==> src/design/tql_pkg.sv <==
// Package for the tabular Q-learning engine: item kinds, controller states, register
// addresses and the datapath command and status structs. No dependencies.
`timescale 1ns / 1ps
`default_nettype none
package tql_pkg;
	typedef enum logic [1:0] {
		KIND_LOAD   = 2'd0,
		KIND_SELECT = 2'd1,
		KIND_UPDATE = 2'd2,
		KIND_NONE   = 2'd3
	} kind_t;

	typedef enum logic [3:0] {
		ST_IDLE, ST_RDCUR, ST_WCUR, ST_SCAN, ST_WSCAN, ST_MUL1, ST_SUM1,
		ST_MUL2, ST_SUM2, ST_WRITE, ST_DONE
	} state_t;

	localparam logic [0:0] ADDR_DISCOUNT = 1'b0;
	localparam logic [0:0] ADDR_LEARNING = 1'b1;

	typedef struct packed {
		logic load_item;
		logic rd_cur;
		logic scan_start;
		logic scan_rd;
		logic scan_cmp;
		logic mul1;
		logic sum1;
		logic mul2;
		logic sum2;
		logic wr_load;
		logic wr_upd;
		logic emit;
	} dp_cmd_t;

	typedef struct packed {
		logic       in_range;
		logic [1:0] kind;
		logic       terminal;
		logic       scan_last;
		logic       found;
	} dp_stat_t;
endpackage
`default_nettype wire

==> src/design/tql_ctrl.sv <==
// Controller state machine for the Q-learning engine.
// Depends on tql_pkg.
`timescale 1ns / 1ps
`default_nettype none
module tql_ctrl (
	input  wire logic              clk,
	input  wire logic              arst_n,
	input  wire logic              go,
	output tql_pkg::dp_cmd_t       cmd,
	input  tql_pkg::dp_stat_t      stat,
	output logic                   busy
);
	import tql_pkg::*;
	state_t state_q, state_d;

	always_ff @(posedge clk or negedge arst_n) begin
		if (!arst_n) state_q <= ST_IDLE;
		else state_q <= state_d;
	end

	always_comb begin
		state_d = state_q;
		cmd = '0;
		busy = (state_q != ST_IDLE);
		case (state_q)
			ST_IDLE: begin
				if (go) begin
					cmd.load_item = 1'b1;
					state_d = ST_RDCUR;
				end
			end
			ST_RDCUR: begin
				if (stat.kind == KIND_NONE) state_d = ST_IDLE;
				else if (!stat.in_range) state_d = ST_DONE;
				else if (stat.kind == KIND_LOAD) begin
					cmd.wr_load = 1'b1;
					state_d = ST_DONE;
				end else if (stat.kind == KIND_SELECT) begin
					cmd.scan_start = 1'b1;
					state_d = ST_SCAN;
				end else begin
					cmd.rd_cur = 1'b1;
					state_d = ST_WCUR;
				end
			end
			ST_WCUR: begin
				cmd.scan_start = 1'b1;
				state_d = stat.terminal ? ST_MUL2 : ST_SCAN;
			end
			ST_SCAN: begin
				cmd.scan_rd = 1'b1;
				state_d = ST_WSCAN;
			end
			ST_WSCAN: begin
				cmd.scan_cmp = 1'b1;
				if (stat.scan_last)
					state_d = (stat.kind == KIND_SELECT) ? ST_DONE : ST_MUL1;
				else begin
					state_d = ST_SCAN;
				end
			end
			ST_MUL1: begin
				cmd.mul1 = 1'b1;
				state_d = ST_SUM1;
			end
			ST_SUM1: begin
				cmd.sum1 = 1'b1;
				state_d = ST_MUL2;
			end
			ST_MUL2: begin
				cmd.mul2 = 1'b1;
				state_d = ST_SUM2;
			end
			ST_SUM2: begin
				cmd.sum2 = 1'b1;
				state_d = ST_WRITE;
			end
			ST_WRITE: begin
				cmd.wr_upd = 1'b1;
				state_d = ST_DONE;
			end
			ST_DONE: begin
				cmd.emit = 1'b1;
				state_d = ST_IDLE;
			end
			default: state_d = ST_IDLE;
		endcase
	end
endmodule
`default_nettype wire

==> config.mk <==
export PLATFORM = sky130hd
export DESIGN_NAME = tql_ctrl
export DESIGN_NICKNAME = d
export VERILOG_FILES = /design/src/design/tql_pkg.sv /design/src/design/tql_ctrl.sv
export SDC_FILE = /design/constraint.sdc
export NUM_CORES = 1
export LEC_CHECK = 0
export ABC_AREA = 1
export BUFFER_PORTS_ARGS = -buffer_cell sky130_fd_sc_hd__buf_2
export CORE_MARGIN = 5
export CORE_UTILIZATION = 30
export DETAILED_ROUTE_END_ITERATION = 7
export GPL_TIMING_DRIVEN = 0
export PLACE_DENSITY = 0.58
export SYNTH_ARGS = -nofsm -noshare
export SYNTH_HDL_FRONTEND = slang
export SYNTH_SLANG_ARGS = --single-unit
==> constraint.sdc <==
create_clock -name clk -period 2.7 [get_ports clk]
set_input_delay 0.675 -clock clk [delete_from_list [all_inputs] [get_ports clk]]
set_output_delay 0.675 -clock clk [all_outputs]
set_load 0.01 [all_outputs]
# Word-level counts from Yosys, hierarchy flattened

Index checks and enable logic that the tools add are counted.
W data, S select, Z words.

Register bits: 4
Bits of input ports: 9
Output and inout bits: 13
Logic and storage cells: 47

Eq/ne operators: 13
Mux-type cells: 30
Reduce and logical (&&, ||, !) cells: 3

Operator list:

| kind                 | number |
|---|---|
| $pmux W4 S10         | 1 |
| $mux W4              | 6 |
| $mux W1              | 18 |
| $eq A4 B3 Y1 const B | 4 |
| $eq A4 B4 Y1 const B | 3 |
| $eq A4 B2 Y1 const B | 2 |
| $mux W2              | 3 |
| $eq A4 B1 Y1 const B | 1 |
| $logic_not A4 Y1     | 1 |
| $reduce_bool A4 Y1   | 1 |
| $mux W3              | 1 |
| $eq A2 B1 Y1 const B | 1 |
| $eq A2 B2 Y1 const B | 1 |
| $logic_not A2 Y1     | 1 |
| $ne A2 B2 Y1 const B | 1 |
| $pmux W1 S2          | 1 |

# Longest topological paths before layout

Depth after elaboration: 6
Gate-level depth with buffers: 7
Gate-level depth less buffers: 7

# Worst setup path after synthesis

Ideal clock, no wire load.

Kind: input to output
Start point: input stat[4] (netlist bit)
End point: output cmd[9] (netlist bit)
Arrival: 1.066 ns
Required time: 2.025 ns
Slack: 0.959 ns
Cell stages on the path: 3
Buffers on the path: 0
Cells stage by stage: inv_1 -> nand2_1 -> o21ai_1

RTL lines:

| element     | line           | text |
|---|---|---|
| from (decl) | tql_ctrl.sv:10 | `input tql_pkg::dp_stat_t stat,` |
| to (decl)   | tql_ctrl.sv:9  | `output tql_pkg::dp_cmd_t cmd,` |

==> results.md <==
- Status: finished clean
- Post-CTS Setup Bufs: 0
- Worst Path Required: 2.03 ns
- Worst path buffer plus inverter count: 1
- Initial Util: 0.316
- Grt ovf: 0
- Layout area overhead: 34.8%
- Largest net degree at the start of global routing: 8
- Max Slew Vio Count: 0
- Critical Path Source: state_q[3]$_DFFE_PN0P_
- Vias in the first global route: 472
- Skew final: 0.00206 ns
- Via-per-instance ratio: 4.71
- Mapped Cells: 65
- Core area: 1280 um^2
- Multi-input gate area: 269 um^2
- Vias: 485
- Critical path class: register to primary output
- RSZ-0062 raised after global routing: no
- Mapped Nets: 74
- Startpoint types: register
- Die H: 46.8 um
- Initial antenna violation count: 0
- Mean Syn Cell Area: 6.26 um^2
- CP max stage cell: dfrtp_1
- Avg WL per Cell: 11.3 um
- YS warnings: 0
- Rows: 13
- Endpoints failing setup: 0
- Max stage delay on crit path: 0.46 ns
- Fillers: 157
- Clk Latency, worst-skew pair: 0.24 ns
- Endpoint class of the critical path: primary output
- Worst Reg-to-Reg Cells: 5
- Reg2reg setup slack: 1.50 ns
- Clk pin slew, worst setup/hold paths: 0.04 ns
- Post-synth top area share: 0.246
- Regs by FF count: state_q (4)
- Sink Count: 4
- Sequential fraction of the synthesis area: 0.246
- Final WL: 1170 um
- Htree depth: 1
- First-pass GRT wire length: 2000 um
- LEAKAGE: 0.302 nW
- Pre-CTS setup slack: 0.743 ns
- Synth unique cells: 18
- CP delay by family, top: simple AND/OR/NAND/NOR gates
- Post-route clock period utilization: 0.774
- Final worst slack: 0.611 ns
- Syn Std Cell Area: 407 um^2
- Synth area leader: dfrtp_1
- Drt pass-1 iters: 5
- Iter 0 DRT Violations: 20
- FF+latch count, synth: 4
- FMAX: 479 MHz
- Tmin final: 2.09 ns
- Reg with most FFs: state_q
- Max-Cap Viols: 0
- CTS tree: built
- Area of the die: 2190 um^2
- Post-layout nets: 99
- Global Route Usage Sum: 0.130
- CTS-repair resized insts: 0
- Total negative setup slack: 0 ns
- Critical path arrival: 1.41 ns
- Die X-Extent: 46.8 um
- Root buffer cell: clkbuf_4
- Synth area leaders: dfrtp_1 (25%), nor2_1 (13%), nand2_1 (11%)
- CTS Hold Bufs: 0
- Final Hold Viols: 0
- Fraction of layout cells with a size suffix above 1: 0.443
- Io pins: 22
- Worst hold path class: input port to async pin
- Reg-to-Reg Start: state_q[3]$_DFFE_PN0P_
- CP max FO: 6
- Antenna Cells: 0
- CTS Buf Count: 3
- Crit Reg-Reg Endpoint: state_q[0]$_DFFE_PN0P_
- Max IR drop VDD: 0.516 mV
- Worst-path cell chain: nor2_2 > nand3_2 > nor3_1 > buf_2
- Post-route ant nets: 0
- CTS max path bufs: 2
- Slew @ Worst Pin: 0.295 ns
- RePlAce Congestion: 0.816
- Hpwl dp: 994 um
- Max reg flops: 4
- FF/Latch Area: 100 um^2
- Post-route DRC: 0
- Slew headroom: 0.803
- Pwr dens: 1040 nW/um^2
- Buffers added on ports: 20
## layout make-up
type | count | share of cell area
Clock buffer | 3 | 0.0411
Inverter | 10 | 0.0685
Multi-Input combinational cell | 51 | 0.491
Sequential cell | 4 | 0.183
Tap cell | 15 | 0.0342
Timing Repair Buffer | 20 | 0.183
## placed cells by master, fill, tap and decap left out, drive strengths merged
cell     n
o21ai    3
nor3     4
dfrtp    4
buf     20
nor2    18
nand4    2
inv     10
o211ai   1
nand3    9
nand2   13
clkbuf   3
and3     1
## how the worst max path moves through the flow
stage          endpoint  slack, ns  cells past startpoint
6_report        cmd[10]       0.61                      4
5_1_grt          cmd[2]       0.50                      4
4_1_cts         cmd[10]       0.61                      4
3_5_place_dp     cmd[9]       0.74                      5
3_3_place_gp     cmd[9]       0.75                      5
2_1_floorplan    cmd[9]       0.96                      3
## stage by stage
step	hold slack [ns]	cells	utilization	instance area, um^2	power, mW
after global routing	0.229	103	0.426	548	0.635
final	0.237	103	0.426	548	0.572
after floorplan	0.379	65	-	407	0.389
after detailed placement	0.488	100	0.409	526	0.499
after global placement	0.481	100	0.409	526	0.495
after CTS	0.235	103	0.426	548	0.578
## per-layer routing
layer / vias to the layer above / GRT usage / routed length (um)
met1: 208 / 0.164 / 491
met4: 0 / 0.0663 / 0
li1: 260 / - / -
met5: - / 0 / 0
met3: 0 / 0.0383 / 88
met2: 17 / 0.201 / 587
## report_power, final
part	leakage, nW	total [mW]	internal (mW)	switching [mW]
logic	0.238	0.356	0.125	0.231
registers	0.0506	0.138	0.0874	0.0505
clock network	0.0138	0.0773	0.0499	0.0274
## synthesized netlist by cell type
cell type	instances
inv_1	3
nand4_1	2
and3_1	1
dfrtp_1	4
o211ai_1	1
nand2_2	1
nor3_1	2
o21ai_2	1
o21ai_0	1
nand2_1	12
nor2_1	14
nor2_4	3
o21ai_1	1
inv_2	7
nand3_1	8
nor3_2	2
nor2_2	1
nand3_2	1
## cell families (layout without fill, tap and decap cells)
family          after synthesis  count (layout)  share of synthesized area
flops                         4               4                      0.246
buf+inv                      10              33                     0.0923
simple gates                 47              47                      0.597
compound gates                4               4                     0.0646
Note: power is estimated with default switching activity, not from simulation.
