`src/design/tql_pkg.sv`:
```
// Package for the tabular Q-learning engine: item kinds, controller states, register
// addresses and the datapath command and status structs. No dependencies.
`timescale 1ns / 1ps
`default_nettype none
package tql_pkg;
	typedef enum logic [1:0] {
		KIND_LOAD   = 2'd0,
		KIND_SELECT = 2'd1,
		KIND_UPDATE = 2'd2,
		KIND_NONE   = 2'd3
	} kind_t;

	typedef enum logic [3:0] {
		ST_IDLE, ST_RDCUR, ST_WCUR, ST_SCAN, ST_WSCAN, ST_MUL1, ST_SUM1,
		ST_MUL2, ST_SUM2, ST_WRITE, ST_DONE
	} state_t;

	localparam logic [0:0] ADDR_DISCOUNT = 1'b0;
	localparam logic [0:0] ADDR_LEARNING = 1'b1;

	typedef struct packed {
		logic load_item;
		logic rd_cur;
		logic scan_start;
		logic scan_rd;
		logic scan_cmp;
		logic mul1;
		logic sum1;
		logic mul2;
		logic sum2;
		logic wr_load;
		logic wr_upd;
		logic emit;
	} dp_cmd_t;

	typedef struct packed {
		logic       in_range;
		logic [1:0] kind;
		logic       terminal;
		logic       scan_last;
		logic       found;
	} dp_stat_t;
endpackage
`default_nettype wire

```
`src/design/tql_datapath.sv`:
```
// Datapath of the Q-learning engine: Q table memory, greedy scan, two
// fractional multiplies with saturation. Depends on tql_pkg.
`timescale 1ns / 1ps
`default_nettype none
module tql_datapath #(
	parameter int NUM_OBS     = 8,
	parameter int NUM_ACTIONS = 10,
	parameter int Q_WIDTH     = 32
) (
	input  wire logic               clk,
	input  wire logic               arst_n,
	input  tql_pkg::dp_cmd_t        cmd,
	output tql_pkg::dp_stat_t       stat,
	input  wire logic [1:0]         kind,
	input  wire logic [2:0]         obs_index,
	input  wire logic [3:0]         action_index,
	input  wire logic signed [31:0] value_in,
	input  wire logic [2:0]         next_obs_index,
	input  wire logic [9:0]         legal_mask,
	input  wire logic               terminal,
	input  wire logic [15:0]        gamma,
	input  wire logic [15:0]        alpha,
	output logic                    result_valid,
	output logic [3:0]              best_action,
	output logic signed [31:0]      q_out,
	output logic                    none_legal
);
	import tql_pkg::*;
	localparam int DEPTH = NUM_OBS * NUM_ACTIONS;
	localparam int AW = $clog2(DEPTH);
	localparam int W = Q_WIDTH + 18;
	localparam logic signed [W-1:0] QMAX = W'((64'sd1 <<< (Q_WIDTH - 1)) - 64'sd1);
	localparam logic signed [W-1:0] QMIN = -QMAX - W'(1);

	logic signed [Q_WIDTH-1:0] mem [DEPTH];
	logic signed [Q_WIDTH-1:0] rd_q;
	logic [1:0]  kind_q;
	logic [2:0]  s_q, s2_q;
	logic [3:0]  a_q, idx_q, best_q;
	logic [9:0]  mask_q;
	logic        term_q, found_q, none_q, valid_q;
	logic signed [31:0] val_q;
	logic signed [Q_WIDTH-1:0] cur_q, max_q, u_q, q_q;
	logic signed [W-1:0] prod_q;

	function automatic logic signed [Q_WIDTH-1:0] sat(input logic signed [W-1:0] v);
		if (v > QMAX) return QMAX[Q_WIDTH-1:0];
		if (v < QMIN) return QMIN[Q_WIDTH-1:0];
		return v[Q_WIDTH-1:0];
	endfunction

	logic in_range;
	logic [AW-1:0] addr_sa, addr_scan, rd_addr;
	logic [AW+3:0] sa_full, scan_full;
	always_comb begin
		sa_full = (AW+4)'(s_q) * (AW+4)'(NUM_ACTIONS) + (AW+4)'(a_q);
		scan_full = (AW+4)'((kind_q == KIND_SELECT) ? s_q : s2_q) * (AW+4)'(NUM_ACTIONS)
			+ (AW+4)'(idx_q);
		addr_sa = sa_full[AW-1:0];
		addr_scan = scan_full[AW-1:0];
		rd_addr = cmd.rd_cur ? addr_sa : addr_scan;
		case (kind_q)
			KIND_LOAD:   in_range = (32'(s_q) < NUM_OBS) && (32'(a_q) < NUM_ACTIONS);
			KIND_SELECT: in_range = (32'(s_q) < NUM_OBS);
			default:     in_range = (32'(s_q) < NUM_OBS) && (32'(a_q) < NUM_ACTIONS)
				&& (32'(s2_q) < NUM_OBS);
		endcase
	end

	logic signed [W-1:0] load_w;
	assign load_w = W'(val_q);

	always_ff @(posedge clk) begin
		if (cmd.rd_cur || cmd.scan_rd) rd_q <= mem[rd_addr];
		if (cmd.wr_load) mem[addr_sa] <= sat(load_w);
		if (cmd.wr_upd) mem[addr_sa] <= q_q;
	end

	logic signed [W-1:0] mul_a;
	logic [15:0] mul_f;
	logic signed [W-1:0] diff_w;
	assign diff_w = W'(u_q) - W'(cur_q);
	assign mul_a = cmd.mul1 ? W'(max_q) : diff_w;
	assign mul_f = cmd.mul1 ? gamma : alpha;

	always_ff @(posedge clk) begin
		if (cmd.load_item) begin
			kind_q <= kind; s_q <= obs_index; a_q <= action_index; val_q <= value_in;
			s2_q <= next_obs_index; mask_q <= legal_mask; term_q <= terminal;
		end
		if (cmd.scan_start) cur_q <= rd_q;
		if (cmd.scan_start) begin
			idx_q <= '0; found_q <= 1'b0; best_q <= '0; max_q <= '0;
			q_q <= '0; none_q <= 1'b0; u_q <= Q_WIDTH'(val_q);
		end
		if (cmd.scan_cmp) begin
			if (mask_q[idx_q] && (!found_q || rd_q > max_q)) begin
				max_q <= rd_q; best_q <= idx_q; found_q <= 1'b1;
			end
			idx_q <= idx_q + 4'd1;
		end
		if (cmd.mul1 || cmd.mul2) prod_q <= (mul_a * $signed({1'b0, mul_f})) >>> 16;
		if (cmd.sum1) begin
			if (found_q) u_q <= sat(W'(val_q) + prod_q);
			else none_q <= 1'b1;
		end
		if (cmd.sum2) q_q <= sat(W'(cur_q) + prod_q);
		if (cmd.wr_load) q_q <= sat(load_w);
		if (cmd.load_item) begin q_q <= '0; best_q <= '0; none_q <= 1'b0; end
		if (cmd.scan_cmp && stat.scan_last && kind_q == KIND_SELECT) begin
			if (mask_q[idx_q] && (!found_q || rd_q > max_q)) q_q <= rd_q;
			else if (found_q) q_q <= max_q;
			else none_q <= 1'b1;
		end
	end

	// best_action is reported with every result; it reads zero when no legal action was found
	always_ff @(posedge clk or negedge arst_n) begin
		if (!arst_n) valid_q <= 1'b0;
		else valid_q <= cmd.emit;
	end
	always_ff @(posedge clk) begin
		if (cmd.emit) begin
			best_action <= best_q;
			q_out <= 32'(q_q);
			none_legal <= none_q;
		end
	end
	assign result_valid = valid_q;

	logic last_idx;
	assign last_idx = (32'(idx_q) == NUM_ACTIONS - 1);
	assign stat.in_range = in_range;
	assign stat.kind = kind_q;
	assign stat.terminal = term_q;
	assign stat.scan_last = last_idx;
	assign stat.found = found_q;
endmodule
`default_nettype wire

```
`config.mk`:
```
export PLATFORM = sky130hd
export DESIGN_NAME = tql_datapath
export DESIGN_NICKNAME = d
export VERILOG_FILES = /design/src/design/tql_pkg.sv /design/src/design/tql_datapath.sv
export SDC_FILE = /design/constraint.sdc
export NUM_CORES = 2
export LEC_CHECK = 0
export BUFFER_PORTS_ARGS = -buffer_cell sky130_fd_sc_hd__buf_4
export CAP_MARGIN = 0
export CORE_ASPECT_RATIO = 0.6
export CORE_MARGIN = 2
export CORE_UTILIZATION = 45
export CTS_CLUSTER_DIAMETER = 60
export DETAILED_ROUTE_END_ITERATION = 7
export GPL_TIMING_DRIVEN = 0
export PLACE_DENSITY = 0.67
export SLEW_MARGIN = 20
export SYNTH_ARGS = -nofsm -noshare
export SYNTH_HDL_FRONTEND = slang
export SYNTH_SLANG_ARGS = --single-unit
export TNS_END_PERCENT = 5
```
`constraint.sdc`:
```
create_clock -name clk -period 20.2 [get_ports clk]
set_input_delay 4.04 -clock clk [delete_from_list [all_inputs] [get_ports clk]]
set_output_delay 4.04 -clock clk [all_outputs]
set_load 0.005 [all_outputs]
```
* Word level (Yosys, flattened, before mapping)
Memories as Yosys holds them, arrays and structs flattened. A register that Yosys moved wholly into a read port is not among the register bits.
Cells that the tools add are included.
** Word-level totals
- Register bits :: 265
- Bits in writable memories :: 2560
- Bits of input ports :: 101
- Output and inout port bits :: 44
- Word-level logic and storage cells :: 120
- Memories kept :: 1
** Operators by class
- Add/subtract/negate cells :: 6
- Multipliers :: 3
- Order comparisons :: 9
- Eq/ne operators :: 2
- Mux-type cells :: 70
- Bitwise operators :: 1
- Reductions and logical operators :: 8
** Memory list
- mem :: depth 80, width 32, read ports 1, clocked after Yosys merged registers in 1, wr ports 1, line tql_datapath.sv:35 : logic signed [Q_WIDTH-1:0] mem [DEPTH];
** Operator list (count)
- 2-to-1 mux 32 bit :: 27
- adder 32 x 34 -> 35 bit :: 2
- > comparator 35 x 32 -> 1 bit (second input constant) :: 2
- < comparator 35 x 32 -> 1 bit (second input constant) :: 2
- multiplier 50 x 17 -> 50 bit :: 1
- 2-to-1 mux 50 bit :: 1
- 2-to-1 mux 1 bit :: 33
- subtractor 32 x 32 -> 33 bit :: 1
- > comparator 32 bit :: 1
- > comparator 32 bit (second input constant) :: 1
- < comparator 32 bit (second input constant) :: 1
- 2-to-1 mux 4 bit :: 5
- 2-to-1 mux 16 bit :: 1
- adder 7 x 4 -> 7 bit :: 2
- multiplier 3 x 3 -> 6 bit (second input constant) :: 2
- 2-to-1 mux 7 bit :: 1
- < comparator 4 x 5 -> 1 bit (second input constant) :: 1
- adder 4 x 1 -> 4 bit (second input constant) :: 1
- binary-select mux 1 bit (select 4 bit) :: 1
- == test 4 bit (second input constant) :: 1
- < comparator 4 bit (second input constant) :: 1
- logical AND 1 bit :: 3
- logical OR 1 bit :: 3
- 2-to-1 mux 3 bit :: 1
- other kinds (4) :: 4

* Longest topological paths before layout
- Depth after elaboration :: 14
- Gate-level depth with buffers :: 39

* Worst setup path before layout
No wires, ideal clock.
- Path kind :: input port to flip-flop
- Start :: in cmd[6] (netlist bit)
- End :: reg prod_q[32], data pin
- Library setup time :: 262 ps
- Arrival time :: 11302 ps
- Slack :: 8635 ps
- Stages :: 27
- Cells stage by stage :: clkbuf_1 clkbuf_1 clkbuf_1 buf_1 nand2_1 o21ai_1 clkbuf_1 nand2_1 fa_1 inv_1 fa_1 fa_1 fa_1 fa_1 fa_1 ha_1 a21o_1 a21o_1 a2111oi_0 nor3_1 o31ai_1 o211ai_1 a21oi_1 o21ai_0 a21boi_0 o21bai_1 xor2_1
** On the way
- Cells in the longest elaborated chain, start to end :: 2
- Elaborated cells between the ends (all ways) :: 3
- Those cells by class :: 1 x mul; 2 x mux
** Ends and longest elaborated chain
- start: declaration :: line tql_datapath.sv:12 : input tql_pkg::dp_cmd_t cmd,
- 2-to-1 mux 50 bit / 2-to-1 mux 16 bit (equally long branches) :: line tql_datapath.sv:83, tql_datapath.sv:84
- multiplier 50 x 17 -> 50 bit (*) :: line tql_datapath.sv:102 : if (cmd.mul1 || cmd.mul2) prod_q <= (mul_a * $signed({1'b0, mul_f})) >>> 16;
- end signal: assignment :: line tql_datapath.sv:102
- end: declaration :: line tql_datapath.sv:44 : logic signed [W-1:0] prod_q;
Every way passes the cells marked *; elsewhere a longest branch is shown, timed or not.
A chain may end at the register's enable or synchronous reset.

* Final worst setup path
- Start :: in cmd[6] (netlist bit)
- End :: reg prod_q[27], data pin
Same word-level chain as after synthesis.

==> reports/qor.txt <==
Outcome - finished clean
Pin count of the biggest net entering global routing - 81
Vias/cell - 6.24
CP Class - input pin to flop
Remaining routing DRC violations - 0
Final max-slew violation count - 0
Vias post-DR - 83600
R2R cell count - 31
CTS root buffer - clkbuf_16
Final Hold Slack - 0.430 ns
Num CTS Buffers - 279
Fin crit share - 76.4%
Global-route wire length before repair - 640 mm
Post-synthesis average cell area - 15.7 sq um
Unrepaired setup endpoints after global routing - no
Clock skew - 0.0852 ns
First-pass DRT Iterations - 7
Core area - 0.297 sq mm
Layout cells sized above 1 - 18.8%
Reg-to-reg startpoint - cur_q[15]$_DFFE_PP_
Critical Path Max Stage Delay - 0.98 ns
Port-buffer cells - 143
Min Tclk post-route - 15.43 ns
Initial core utilization - 45.2%
Final setup violation count - 0
CP Max Fanout - 10
Critical Path AT - 15.99 ns
Critical path's most frequent cell - fa_1
# IOs - 145
FFs w/ async S/R, synth - 0.0350%
Placed wire-length estimate - 355 mm
Hold Path Class - flop to flop
Die Footprint - 0.303 sq mm
Inst Count DP - 12900
CTS HTree Levels - 5
Setup_tns - 0 ns
Clk sinks - 2857
Synthesized cell area - 0.134 sq mm
Main synth FF type - edfxtp_1
Clock Latency Late Sink - 0.89 ns
Flops & latches, synth - 2857
Critical path's slowest cell - buf_1
Antenna violations before repair - 36
Layout area overhead - 14.8%
Clock Pin Slew Worst Setup and Hold Paths - 0.06 ns
GRT Util Overall - 30.8%
GRT overflow - 0
Worst Tran Pin Value - 1.38 ns
Crit end category - flop
Hold path depth - 0
Drt wl/cell - 35.2 um
Worst R2R Setup Slack - 6.47 ns
CP Launch Type - input pin
Syn Nets - 9439
CTS tree - done
DRT antenna net count - 0
Mapped Cells - 8569
Worst setup path startpoint - cmd[6]
Final Hold Violating Endpoints - 0
Max Clk Rate - 64.8 MHz
Final nets - 10000
CTS Hold Bufs - 0
Beginning of the worst hold path - best_q[3]$_SDFF_PP0_
RR Endpoint - prod_q[27]$_DFFE_PP_
Hold endpoint - best_action[3]$_DFFE_PP_
EDFF count, synth - 2754
Max Buffers Root-to-Sink - 4
WP data required - 20.76 ns
Row count - 155
Die height - 427 um
Max-slew headroom - 6.83%
# Max-Cap Violations - 0
Number of global-route vias before repair - 79300
Final core occ - 51.9%
Yosys warning total - 0
Die X - 709 um
Post-cts sizing count - 0
Placer congestion estimate - 1.05
Seq/Total Area, Yosys - 63.1%
Fin cells - 13400
Unique masters post-synth - 77
Final WL - 471 mm
Initial DRC count - 13900
Post-CTS setup buffer count - 0
## cell families after synthesis
family,synth area share [%]
flops,63.1
simple gates,6.32
buf+inv,3.39
compound gates,4.97
fa+ha+maj,9.99
mux,11.4
xor+xnor,0.821
## worst max-delay path by stage
stage	to	slack (ns)	cells after the start
after global placement	mem[48][5]$_DFFE_PP_	3.54	4
after CTS	prod_q[27]$_DFFE_PP_	5.00	30
after detailed placement	prod_q[32]$_DFFE_PP_	4.14	30
final	prod_q[27]$_DFFE_PP_	4.77	30
after floorplan	prod_q[32]$_DFFE_PP_	8.64	27
after global routing	prod_q[27]$_DFFE_PP_	4.54	30
## flip-flops by register name, summed over array words and instances (netlist names), 10 cells and up
| name | flops |
|---|---|
| rd_q | 32 |
| mask_q | 10 |
| u_q | 32 |
| cur_q | 32 |
| max_q | 32 |
| val_q | 32 |
| mem | 2560 |
| prod_q | 34 |
| q_out | 32 |
| q_q | 32 |
## per-stage QoR
stage | cell area (sq um) | setup WS, ns
2_1_floorplan | 134000 | 8.64
3_3_place_gp | 140000 | 3.54
3_5_place_dp | 145000 | 4.14
4_1_cts | 154000 | 5.00
5_1_grt | 154000 | 4.54
6_report | 154000 | 4.77
## final cells by class
type | count | area (sq um)
fillers | 24100 | 143000
flip-flops and latches | 2857 | 84800
multi-input cells | 4551 | 46400
clock buffers | 346 | 7440
well taps | 4003 | 5010
repair buffers | 305 | 4580
inverters | 698 | 2620
plain buffers | 463 | 1970
clock inverters | 147 | 1350
diodes | 24 | 60.1
## synth_stat cells (16+ instances only)
cell type  number  area share [%]
and3_1         76            0.35
nand3_1       241            0.90
a211oi_1       54            0.30
nand2_1      1095             3.1
nor3_1         29            0.11
a21o_1         80            0.45
o221ai_1       33            0.22
o21bai_1       17           0.095
xnor2_1        79            0.52
fa_1          506             7.5
ha_1          263             2.5
or2_2          23            0.11
nor2b_1        57            0.27
nor2_1        353            0.99
dfxtp_1       102             1.5
xor2_1         45            0.29
mux4_2        642              11
nand4_1        20           0.093
mux2i_1        43            0.32
a22oi_1        57            0.32
o211ai_1       27            0.15
a22o_1         28            0.18
inv_1         698             2.0
a31oi_1        69            0.32
edfxtp_1     2754              62
o21a_1         38            0.21
a21oi_1       183            0.68
a311oi_1       97            0.63
and2_1         46            0.21
mux2_2         37            0.31
buf_1          46            0.13
o31ai_1        37            0.21
buf_2         121            0.45
nand2b_1       16           0.075
o21ai_0       113            0.42
clkbuf_1      286            0.80
a31o_2         35            0.23
## worst max-delay path, delay by kind of cell
family	cells	cell delay, ns
simple gates	3	0.61
fa+ha+maj	7	3.27
buf+inv	10	3.49
xor+xnor	1	0.18
compound gates	9	4.34
## cells in the final DEF, fill, tap and decap left out, types with 80 or more instances in the layout
master,netlist,routed
edfxtp_1,2754,2754
nand2_1,1095,1087
inv_1,698,698
mux4_2,642,642
fa_1,506,506
clkbuf_1,286,309
clkbuf_16,0,288
nor2_1,353,263
ha_1,263,263
nand3_1,241,239
a21oi_1,183,176
buf_4,9,166
buf_2,121,121
dfxtp_1,102,102
o21ai_0,113,101
buf_16,0,86
nor2_4,0,82
a21o_1,80,80
## layer usage
metal	share of wire, %	global-route usage (%)	up-vias
met2	37	37.0	5869
met1	43	47.9	43800
met4	2.0	5.52	8
met3	19	17.0	545
li1	-	-	33300
met5	0.088	0.896	-
Power is not shown: default switching activity piles up to over one toggle a cycle in this logic, so the estimate is an artifact.
